### src/design/assert_macros.svh
// ----------------------------------------------------------------------------
// Assertion macros
// Shared concurrent assertion wrappers for the find/replace core.
// ----------------------------------------------------------------------------
`ifndef ASSERT_MACROS_SVH
`define ASSERT_MACROS_SVH

// checked only outside reset
`define SFR_ASSERT(lbl, clk, rst_n, prop) \
  lbl: assert property (@(posedge clk) disable iff (!(rst_n)) (prop)) \
    else $error("%m: assertion failed");

// checked at every edge, reset included
`define SFR_ASSERT_ALWAYS(lbl, clk, prop) \
  lbl: assert property (@(posedge clk) (prop)) \
    else $error("%m: assertion failed");

`endif

### src/design/sfr_pkg.sv
`timescale 1ns / 1ps
// ----------------------------------------------------------------------------
// sfr_pkg
// Types, constants and helpers of the stream find/replace core.
// ----------------------------------------------------------------------------
package sfr_pkg;

  localparam int unsigned PatternMax = 8;
  localparam int unsigned ReplMax    = 8;
  localparam int unsigned WordBytes  = 8;

  localparam int unsigned CntW  = $clog2(PatternMax + 1);
  localparam int unsigned RlenW = $clog2(ReplMax + 1);
  localparam int unsigned RidxW = (ReplMax > 1) ? $clog2(ReplMax) : 1;
  localparam int unsigned CfgIdxW = 2;

  localparam logic [CfgIdxW-1:0] CfgPatBytes = 2'd0;
  localparam logic [CfgIdxW-1:0] CfgPatLen   = 2'd1;
  localparam logic [CfgIdxW-1:0] CfgRepBytes = 2'd2;
  localparam logic [CfgIdxW-1:0] CfgRepLen   = 2'd3;

  typedef enum logic [2:0] {
    StIdle,
    StScan,
    StRepl,
    StFlush,
    StDone
  } state_e;

  typedef struct packed {
    logic            load;
    logic            shift;
    logic [7:0]      din;
    logic [CntW-1:0] count;
    logic [CntW-1:0] plen;
  } chain_ctl_t;

  typedef struct packed {
    logic       is_prefix;
    logic [7:0] head;
  } chain_st_t;

  function automatic logic [7:0] byte_at(logic [63:0] word, int unsigned idx);
    logic [63:0] sh;
    sh = word >> (idx * 8);
    if (idx >= WordBytes) return 8'h00;
    return sh[7:0];
  endfunction

  function automatic int unsigned clamp_len(logic [3:0] len, int unsigned maxv);
    if (32'(len) > maxv) return maxv;
    return 32'(len);
  endfunction

endpackage

### src/design/sfr_cell.sv
`timescale 1ns / 1ps
// ----------------------------------------------------------------------------
// sfr_cell
// One pending byte slot: loads a new byte, shifts from its neighbor, and
// compares its byte against its pattern byte.
// ----------------------------------------------------------------------------
module sfr_cell (
  input  logic       clk_i,
  input  logic       load_i,
  input  logic       shift_i,
  input  logic [7:0] din_i,
  input  logic [7:0] next_i,
  input  logic [7:0] pat_i,
  output logic [7:0] byte_o,
  output logic       match_o
);

  logic [7:0] byte_q;

  always_ff @(posedge clk_i) begin
    if (load_i) begin
      byte_q <= din_i;
    end else if (shift_i) begin
      byte_q <= next_i;
    end
  end

  assign byte_o  = byte_q;
  assign match_o = (byte_q == pat_i);

endmodule

### src/design/sfr_chain.sv
`timescale 1ns / 1ps
// ----------------------------------------------------------------------------
// sfr_chain
// Row of pending byte cells with pattern prefix detection.
// ----------------------------------------------------------------------------
module sfr_chain (
  input  logic                clk_i,
  input  sfr_pkg::chain_ctl_t ctl_i,
  input  logic [63:0]         pattern_i,
  output sfr_pkg::chain_st_t  st_o
);

  logic [7:0] bytes [sfr_pkg::PatternMax];
  logic [sfr_pkg::PatternMax-1:0] ok;

  for (genvar i = 0; i < int'(sfr_pkg::PatternMax); i++) begin : g_cell
    logic [7:0] next_byte;
    logic       match;

    if (i == int'(sfr_pkg::PatternMax) - 1) begin : g_tail
      assign next_byte = 8'h00;
    end else begin : g_mid
      assign next_byte = bytes[i+1];
    end

    sfr_cell u_cell (
      .clk_i   (clk_i),
      .load_i  (ctl_i.load && (ctl_i.count == sfr_pkg::CntW'(i))),
      .shift_i (ctl_i.shift),
      .din_i   (ctl_i.din),
      .next_i  (next_byte),
      .pat_i   (sfr_pkg::byte_at(pattern_i, i)),
      .byte_o  (bytes[i]),
      .match_o (match)
    );

    // slots at or above the fill count do not take part
    assign ok[i] = match || (sfr_pkg::CntW'(i) >= ctl_i.count);
  end

  assign st_o.is_prefix = (ctl_i.count <= ctl_i.plen) && (&ok);
  assign st_o.head      = bytes[0];

endmodule

### src/design/stream_find_replace_core.sv
`timescale 1ns / 1ps
// ----------------------------------------------------------------------------
// stream_find_replace_core
// Streaming find-and-replace over a byte string with end mark.
//
//  channel | signals                                   | dir
//  --------+-------------------------------------------+-----
//  in      | in_valid_i/in_ready_o, data_byte_i,        | in
//          | end_of_string_i                           |
//  out     | out_valid_o/out_ready_i, out_byte_o,       | out
//          | byte_valid_o, final_item_o                |
//  cfg     | cfg_valid_i/cfg_ready_o, cfg_index_i,      | in
//          | cfg_data_i                                |
//
// One input beat at a time (in_ready_o only while idle): the sequencer shifts
// out non-prefix bytes, emits the replacement on a full match, and flushes
// pending bytes when the end mark arrives without a completed match (flush pass).
// Output stalls hold the sequencer; the output register frees the next beat.
// rst_ni clears control state asynchronously; cfg writes are taken each cycle.
// ----------------------------------------------------------------------------
`include "assert_macros.svh"

module stream_find_replace_core (
  input  logic                         clk_i,
  input  logic                         rst_ni,
  input  logic                         in_valid_i,
  output logic                         in_ready_o,
  input  logic [7:0]                   data_byte_i,
  input  logic                         end_of_string_i,
  output logic                         out_valid_o,
  input  logic                         out_ready_i,
  output logic [7:0]                   out_byte_o,
  output logic                         byte_valid_o,
  output logic                         final_item_o,
  input  logic                         cfg_valid_i,
  output logic                         cfg_ready_o,
  input  logic [sfr_pkg::CfgIdxW-1:0]  cfg_index_i,
  input  logic [63:0]                  cfg_data_i
);

  logic [63:0] pat_bytes_q, rep_bytes_q;
  logic [3:0]  pat_len_q, rep_len_q;

  sfr_pkg::state_e state_q, state_d;
  logic [sfr_pkg::CntW-1:0]  cnt_q, cnt_d, plen;
  logic [sfr_pkg::RidxW-1:0] ridx_q, ridx_d;
  logic [sfr_pkg::RlenW-1:0] rlen;
  logic last_q, last_d;

  logic       hold_valid_q;
  logic [7:0] hold_byte_q;
  logic       out_valid_q, out_bvalid_q, out_final_q;
  logic [7:0] out_byte_q;

  logic       slot_free, can_prod, prod, emit_end;
  logic [7:0] prod_byte;

  sfr_pkg::chain_ctl_t ctl;
  sfr_pkg::chain_st_t  st;

  assign cfg_ready_o = 1'b1;

  always_ff @(posedge clk_i or negedge rst_ni) begin
    if (!rst_ni) begin
      pat_bytes_q <= '0;
      pat_len_q   <= '0;
      rep_bytes_q <= '0;
      rep_len_q   <= '0;
    end else if (cfg_valid_i) begin
      unique case (cfg_index_i)
        sfr_pkg::CfgPatBytes: pat_bytes_q <= cfg_data_i;
        sfr_pkg::CfgPatLen:   pat_len_q   <= cfg_data_i[3:0];
        sfr_pkg::CfgRepBytes: rep_bytes_q <= cfg_data_i;
        sfr_pkg::CfgRepLen:   rep_len_q   <= cfg_data_i[3:0];
        default: ;
      endcase
    end
  end

  assign plen = sfr_pkg::CntW'(sfr_pkg::clamp_len(pat_len_q, sfr_pkg::PatternMax));
  assign rlen = sfr_pkg::RlenW'(sfr_pkg::clamp_len(rep_len_q, sfr_pkg::ReplMax));

  sfr_chain u_chain (
    .clk_i     (clk_i),
    .ctl_i     (ctl),
    .pattern_i (pat_bytes_q),
    .st_o      (st)
  );

  assign slot_free  = !out_valid_q || out_ready_i;
  assign can_prod   = !hold_valid_q || slot_free;
  assign in_ready_o = (state_q == sfr_pkg::StIdle);

  always_comb begin
    state_d   = state_q;
    cnt_d     = cnt_q;
    ridx_d    = ridx_q;
    last_d    = last_q;
    prod      = 1'b0;
    prod_byte = st.head;
    emit_end  = 1'b0;
    ctl.load  = 1'b0;
    ctl.shift = 1'b0;
    ctl.din   = data_byte_i;
    ctl.count = cnt_q;
    ctl.plen  = plen;

    unique case (state_q)
      sfr_pkg::StIdle: begin
        if (in_valid_i) begin
          ctl.load = 1'b1;
          cnt_d    = cnt_q + sfr_pkg::CntW'(1);
          last_d   = end_of_string_i;
          state_d  = sfr_pkg::StScan;
        end
      end
      sfr_pkg::StScan: begin
        priority if (cnt_q != '0 && !st.is_prefix) begin
          if (can_prod) begin
            prod      = 1'b1;
            ctl.shift = 1'b1;
            cnt_d     = cnt_q - sfr_pkg::CntW'(1);
          end
        end else if (plen != '0 && cnt_q == plen) begin
          cnt_d   = '0;
          ridx_d  = '0;
          state_d = (rlen != '0) ? sfr_pkg::StRepl : sfr_pkg::StDone;
        end else begin
          state_d = last_q ? sfr_pkg::StFlush : sfr_pkg::StDone;
        end
      end
      sfr_pkg::StRepl: begin
        prod_byte = sfr_pkg::byte_at(rep_bytes_q, 32'(ridx_q));
        if (can_prod) begin
          prod   = 1'b1;
          ridx_d = ridx_q + sfr_pkg::RidxW'(1);
          if (sfr_pkg::RlenW'(ridx_q) + sfr_pkg::RlenW'(1) == rlen) begin
            state_d = sfr_pkg::StDone;
          end
        end
      end
      sfr_pkg::StFlush: begin
        if (cnt_q == '0) begin
          state_d = sfr_pkg::StDone;
        end else if (can_prod) begin
          prod      = 1'b1;
          ctl.shift = 1'b1;
          cnt_d     = cnt_q - sfr_pkg::CntW'(1);
        end
      end
      sfr_pkg::StDone: begin
        if (!hold_valid_q && !last_q) begin
          state_d = sfr_pkg::StIdle;
        end else if (slot_free) begin
          emit_end = 1'b1;
          state_d  = sfr_pkg::StIdle;
        end
      end
      default: state_d = sfr_pkg::StIdle;
    endcase
  end

  always_ff @(posedge clk_i or negedge rst_ni) begin
    if (!rst_ni) begin
      state_q <= sfr_pkg::StIdle;
      cnt_q   <= '0;
      ridx_q  <= '0;
      last_q  <= 1'b0;
    end else begin
      state_q <= state_d;
      cnt_q   <= cnt_d;
      ridx_q  <= ridx_d;
      last_q  <= last_d;
    end
  end

  // one-beat lookahead so the last beat of a string can carry the final flag
  always_ff @(posedge clk_i or negedge rst_ni) begin
    if (!rst_ni) begin
      hold_valid_q <= 1'b0;
    end else if (prod) begin
      hold_valid_q <= 1'b1;
    end else if (emit_end) begin
      hold_valid_q <= 1'b0;
    end
  end

  always_ff @(posedge clk_i) begin
    if (prod) begin
      hold_byte_q <= prod_byte;
    end
  end

  always_ff @(posedge clk_i or negedge rst_ni) begin
    if (!rst_ni) begin
      out_valid_q <= 1'b0;
    end else if ((prod && hold_valid_q) || emit_end) begin
      out_valid_q <= 1'b1;
    end else if (out_ready_i) begin
      out_valid_q <= 1'b0;
    end
  end

  always_ff @(posedge clk_i) begin
    if ((prod && hold_valid_q) || emit_end) begin
      out_byte_q   <= hold_valid_q ? hold_byte_q : 8'h00;
      out_bvalid_q <= hold_valid_q;
      out_final_q  <= emit_end && last_q;
    end
  end

  assign out_valid_o  = out_valid_q;
  assign out_byte_o   = out_byte_q;
  assign byte_valid_o = out_bvalid_q;
  assign final_item_o = out_final_q;

  `SFR_ASSERT(a_idle_hold_empty, clk_i, rst_ni, in_ready_o |-> !hold_valid_q)
  `SFR_ASSERT(a_idle_cnt_room, clk_i, rst_ni,
              (state_q == sfr_pkg::StIdle) |-> (cnt_q < sfr_pkg::CntW'(sfr_pkg::PatternMax)))
  `SFR_ASSERT(a_bare_mark, clk_i, rst_ni,
              (out_valid_o && !byte_valid_o) |-> (final_item_o && out_byte_o == 8'h00))
  `SFR_ASSERT_ALWAYS(a_reset_quiet, clk_i,
                     !rst_ni |-> (state_q == sfr_pkg::StIdle && !out_valid_q))

endmodule

### config.mk
export PLATFORM = sky130hd
export DESIGN_NAME = stream_find_replace_core
export DESIGN_NICKNAME = d
export VERILOG_FILES = /design/src/design/sfr_pkg.sv /design/src/design/sfr_cell.sv /design/src/design/sfr_chain.sv /design/src/design/stream_find_replace_core.sv
export VERILOG_INCLUDE_DIRS = /design/src /design/src/design
export SDC_FILE = /design/constraint.sdc
export NUM_CORES = 1
export LEC_CHECK = 0
export CORE_ASPECT_RATIO = 1.4
export CORE_UTILIZATION = 45
export CTS_BUF_LIST = sky130_fd_sc_hd__clkbuf_16
export DETAILED_ROUTE_END_ITERATION = 7
export DONT_BUFFER_PORTS = 1
export GPL_TIMING_DRIVEN = 0
export HOLD_SLACK_MARGIN = 0.1
export MAX_ROUTING_LAYER = met4
export SYNTH_ARGS = -nofsm -noshare
export SYNTH_HDL_FRONTEND = slang
export SYNTH_SLANG_ARGS = --single-unit
### constraint.sdc
create_clock -name clk_i -period 5.3 [get_ports clk_i]
set_clock_uncertainty 0.2 [all_clocks]
set_input_delay 0.795 -clock clk_i [delete_from_list [all_inputs] [get_ports clk_i]]
set_output_delay 0.795 -clock clk_i [all_outputs]
set_load 0.005 [all_outputs]
Yosys cells after proc, flatten, opt, wreduce, memory -nomap -nowiden. Index checks and enable logic that the tools add are counted.

Input bits: 80. Output and inout bits: 13. Word-level logic and storage cells: 185. Bits in registers: 231.

$lt $le $gt $ge: 11. Shift-type cells: 1. $add $sub $neg: 4. Reduce and logical (&&, ||, !) cells: 56. Multiplexer cells: 58. Equality and inequality tests: 33.

Operators by type and width (number): $mux W8 (17); $eq A8 B8 Y1 (8); $shr A64 B6 Y8 (1); $mux W3 (13); $mux W4 (9); $reduce_bool A2 Y1 (11); $eq A4 B3 Y1 const B (4); $ge A3 B4 Y1 const A (4); $pmux W3 S5 (1); $logic_and A1 B1 Y1 (14); $mux W1 (14); $ne A2 B2 Y1 const B (7); $pmux W4 S3 (1); $reduce_bool A4 Y1 (3); $logic_or A1 B1 Y1 (11); $reduce_and A2 Y1 (5); $eq A4 B2 Y1 const B (2); $eq A4 B4 Y1 (2); $ge A1 B4 Y1 const A (2); $ge A2 B4 Y1 const A (2); $gt A4 B4 Y1 const B (2); $reduce_and A4 Y1 (2); $reduce_and A8 Y1 (1); $eq A3 B2 Y1 const B (2); 20 further kinds (25).

Depth between registers and ports, before layout.
Word-level depth: 12. Depth in mapped cells: 11.

Hierarchy. From an unflattened synthesis, not the netlist that was laid out.

Cells, all modules: 792. Area total of the unflattened synthesis: 11369.7 um2.

By module, submodules not included: stream_find_replace_core (cells an instance 514, instances 1, area an instance 7357.1 um2, seq. area each 4269.1 um2); sfr_cell (cells an instance 29, instances 8, area an instance 464.2 um2, seq. area each 240.2 um2); sfr_chain (cells an instance 46, instances 1, area an instance 299.0 um2, seq. area each 0.0 um2).

Least setup slack after synthesis. No wires, ideal clock.

Kind: register -> register. From: reg cnt_q[0] in the netlist's numbering. To: reg out_bvalid_q (netlist: byte_valid_o) (enable). Arrival time: 2.505 ns. Period minus slack after synthesis: 3.041 ns. Path buffers: 0. Setup slack: 2.259 ns. Data required time: 4.764 ns. Cell stages (with the launch flop): 9. Cells stage by stage: dfrtp_1 inv_1 ha_1 nand2b_1 o21ba_2 o211ai_1 o21ai_0 a21oi_1 a21o_1.

Longest elaborated chain between the ends: 10. Elaborated cells between the ends (all ways): 28.

RTL lines: start, declared (RTL line stream_find_replace_core.sv:45) `logic [sfr_pkg::CntW-1:0] cnt_q, cnt_d, plen;`; start signal, assigned (RTL line stream_find_replace_core.sv:171) `cnt_q <= cnt_d;`; $ge A1 B4 Y1, or another cell as far along (RTL line sfr_chain.sv:38) `assign ok[i] = match || (sfr_pkg::CntW'(i) >= ctl_i.count);`; $logic_or A1 B1 Y1 (RTL line sfr_chain.sv:38); $reduce_and A8 Y1 (RTL line sfr_chain.sv:41) `assign st_o.is_prefix = (ctl_i.count <= ctl_i.plen) && (&ok);`; $logic_and A1 B1 Y1 (RTL line sfr_chain.sv:41); $logic_not A1 Y1 (RTL line stream_find_replace_core.sv:118) `priority if (cnt_q != '0 && !st.is_prefix) begin`; $logic_and A1 B1 Y1 (RTL line stream_find_replace_core.sv:118); $mux W1 (RTL line stream_find_replace_core.sv:118); $pmux W1 S3 (*) (RTL line stream_find_replace_core.sv:108) `unique case (state_q)`; named net prod (RTL line stream_find_replace_core.sv:55) `logic slot_free, can_prod, prod, emit_end;`; $logic_and A1 B1 Y1 (*) (RTL line stream_find_replace_core.sv:205) `if ((prod && hold_valid_q) || emit_end) begin`; $logic_or A1 B1 Y1 (*) (RTL line stream_find_replace_core.sv:205); end signal, assigned (RTL line stream_find_replace_core.sv:207) `out_bvalid_q <= hold_valid_q;`; end, declared (RTL line stream_find_replace_core.sv:52) `logic out_valid_q, out_bvalid_q, out_final_q;`.

The timed path passes the listed nets; every way through them passes the cells marked *. A chain may end at the register's enable or synchronous reset.

Worst setup path in the final report.
From: reg cnt_q[1] in the netlist's numbering. To: reg out_byte_q[7] (netlist: out_byte_o[7]) (enable).

Longest elaborated chain between the ends: 10. Elaborated cells between the ends (all ways): 28.

RTL lines: $ge A1 B4 Y1, or another cell as far along (RTL line sfr_chain.sv:38); $logic_or A1 B1 Y1 (RTL line sfr_chain.sv:38); $reduce_and A8 Y1 (RTL line sfr_chain.sv:41); $logic_and A1 B1 Y1 (RTL line sfr_chain.sv:41); $logic_not A1 Y1 (RTL line stream_find_replace_core.sv:118); $logic_and A1 B1 Y1 (RTL line stream_find_replace_core.sv:118); $mux W1 (RTL line stream_find_replace_core.sv:118); $pmux W1 S3 (*) (RTL line stream_find_replace_core.sv:108); named net prod (RTL line stream_find_replace_core.sv:55); $logic_and A1 B1 Y1 (*) (RTL line stream_find_replace_core.sv:205); $logic_or A1 B1 Y1 (*) (RTL line stream_find_replace_core.sv:205); end signal, assigned (RTL line stream_find_replace_core.sv:206) `out_byte_q <= hold_valid_q ? hold_byte_q : 8'h00;`; end, declared (RTL line stream_find_replace_core.sv:53) `logic [7:0] out_byte_q;`.

Marked as above.

==> run metrics <==
root buf cell=clkbuf_16; Post-Synth Simple-Gate Area=0.05973; Post-synth ARST share=0.6450; Max H-tree Level=1; Reg power frac=0.460; commonest cells after routing, fill and taps aside=mux2_2, dfrtp_1, edfxtp_1; nets=871; vias after detailed routing=6269; Critical Path RT=between 5 and 6 ns; critical path endpoint category=flop; Area Overhead vs Synth=11.58%; final WL=26580 µm; XOR/XNOR share of the synthesized area=0.05460; ys flop type=dfrtp_1; overall routing resource usage=0.2345; Routed Antenna Nets=0; # fillers=1995; Placed Cells=1058; final setup vio count=0; synthesized area=10750 µm²; fraction of layout cells with a size suffix above 1=0.3133; Clock Latency Late Sink=0.53 ns; ANT cells=0; non-filler cells, final=1104; Die Width=about 130 µm; cell internal pwr=4.597 mW; largest net degree at the start of global routing=150; DR pass1 iterations=5; wire length per cell=24.08 µm; initial core utilization=0.4598; synthesized net count=842; status=complete, no violations; Compound-Gate Fraction of Synth Area=0.04215; number of global-route vias before repair=6941; largest fanout on the critical path=11; post-cts resize count=0; fin area=11990 µm²; clock buffer count from CTS=25; initial antenna violation count=0; Max Slew Vio Count=0; dpl ws=1.350 ns; Final TNS setup=0 ns; clock sink total=231; DRT iter0 DRCs=398; hpwl dp=20500 µm; global route overflow=0; Hold Fails Final Rpt=0; sequential area share after synthesis=0.5761; Switching Share=0.3173; Via-to-Cell Ratio=5.678; number of synthesized flops with an enable pin=just over 80; PwrDens=~560 nW/µm²; unrepaired setup endpoints after global routing=no; crit start category=flop; first-pass GRT wire length=41100 µm; gpl congestion=0.9178; Clock Path Buffers=3; WP data arrival=3.96 ns; peak supply drop=0.0003109 V; Die ar.=between 20000 and 25000 µm²; Worst-path clk slew=0.06 ns; FP Rows=66; Worst-Margin Slew=1.305 ns; chip height=184.9 µm; relative slew slack=0.1221; total power=6.733 mW; combinational share of power=0.279; highest clock rate=roughly 250 MHz; IO Count=93; fin crit period=3.989 ns; Mean Syn Cell Area=between 10 and 15 µm²; DRC=0; synthesis warning total=0; fin worst setup slack=1.311 ns; core outline area=23370 µm²; largest family of logic cells by synthesized area=multiplexers; P_sw=~2.1 mW; max-cap viol count=0; fin crit share=0.7526; Hold Path Class=primary input to flop; buffers added on ports=0; clock tree from TritonCTS=yes; placed cell area=~11000 µm²; commonest non-fill, non-tap cell in the layout=mux2_2; Lkg Pwr=4.617 nW; kind of critical path=flop to flop; Clk pwr share=0.261; Netlist cell types=54; mux contribution to synthesized area=0.2422; share of synthesized cell area in full adder, half adder and majority cells=0.01164; post-synthesis cell count=752; FF+latch count, synth=231
[worst max-delay path, cell delays in order (launching register included)]
cell	delay (ns)
dfrtp_1	0.48
clkinv_1	0.32
ha_1	0.30
o21ai_0	0.23
o21ai_0	0.13
o211ai_1	0.29
o21ai_0	0.20
a21oi_1	0.94
a21o_1	0.53
[layout make-up]
class,count,area (µm²),share of cell area
sequential,231,6191,0.5163
buffer,26,105.1,0.008765
timing repair buffer,2,37.54,0.003130
multi-input combinational,485,4413,0.3680
clock buffer,25,625.6,0.05217
tap,306,382.9,0.03193
inverter,10,37.54,0.003130
clock inverter,19,198.9,0.01659
[stage by stage]
stage            util  hold slack [ns]
6_report       0.5131           0.1813
5_1_grt        0.5131           0.1626
4_1_cts        0.5131           0.1617
3_5_place_dp   0.4762           0.2892
3_3_place_gp   0.4762           0.2828
2_1_floorplan       -           0.2739
[power by group through the flow]
stage	clock network (mW)	registers [mW]	logic (mW)
2_1_floorplan	0	2.93	1.46
3_3_place_gp	0	3.10	1.79
3_5_place_dp	0	3.13	1.85
4_1_cts	1.79	3.10	1.89
5_1_grt	1.86	3.16	2.06
6_report	1.76	3.10	1.88
[Yosys cell counts, types with 2 or more instances]
cell type / count / area share
a21oi_1: 15 / 0.0070
edfxtp_1: 82 / 0.23
nand2b_1: 2 / 0.0012
nand4_1: 11 / 0.0064
and2_1: 19 / 0.011
nand2_1: 33 / 0.012
o21ai_0: 13 / 0.0061
o211ai_1: 3 / 0.0021
or3_1: 2 / 0.0012
xor2_1: 26 / 0.021
xnor2_1: 41 / 0.033
nor4_1: 11 / 0.0064
a21o_1: 4 / 0.0028
a32o_1: 3 / 0.0028
nand3b_1: 2 / 0.0014
o21bai_1: 2 / 0.0014
ha_1: 10 / 0.012
nor2b_1: 5 / 0.0029
clkbuf_1: 22 / 0.0077
nor2_1: 23 / 0.0080
a31oi_1: 7 / 0.0041
a32oi_1: 2 / 0.0016
mux4_2: 16 / 0.034
a211o_1: 2 / 0.0016
a211oi_1: 2 / 0.0014
mux2i_1: 8 / 0.0075
mux2_2: 192 / 0.20
nor3_1: 6 / 0.0028
dfrtp_1: 149 / 0.35
buf_2: 3 / 0.0014
nand3_1: 5 / 0.0023
inv_1: 9 / 0.0031
[what timing repair did]
item / 4_1_cts / 5_1_grt
buffers inserted: 0 / 0
endpoints found under the hold margin: 149 / 0
hold buffers: 2 / 0
setup endpoints to repair: 0 / 0
[cell families (layout without fill, tap and decap cells)]
kind of cell / Yosys count / after routing
DFF: 231 / 231
muxes: 216 / 216
and+or+nand+nor: 125 / 125
xor gates and xnor gates: 67 / 67
AOI/OAI and AO/OA: 66 / 66
buffers and inverters: 36 / 82
adders and majority gates: 10 / 10
other: 1 / 1
[flip-flops by register name (all words and copies together), names as in the netlist, 3 cells and up]
register and cells:
cnt_q 4, hold_byte_q 8, out_byte_o 8, pat_bytes_q 64
pat_len_q 4, rep_bytes_q 64, rep_len_q 4, ridx_q 3
state_q 3, u_chain.g_cell.u_cell.byte_o 64
[per-layer routing]
layer / vias up / wire, µm / GRT usage
met5: - / 0 / -
met2: 186 / 14450 / 0.4299
li1: 2841 / - / -
met3: 53 / 1351 / 0.03612
met1: 3189 / 9760 / 0.2520
met4: 0 / 1018 / 0.09655
[path summary, 6_finish.rpt]
check	startpoint	to	slack, ns	cells past startpoint
max	cnt_q[1]	out_byte_o[7]	1.31	8
max reg2reg	cnt_q[1]	out_byte_o[7]	1.31	8
min	end_of_string_i	last_q	0.18	2
min in group asynchronous	rst_ni	cnt_q[1]	0.61	2
max in group asynchronous	rst_ni	pat_bytes_q[56]	3.45	2
min reg2reg	rep_bytes_q[48]	rep_bytes_q[48]	0.30	1
(Power assumes the default switching activity.)
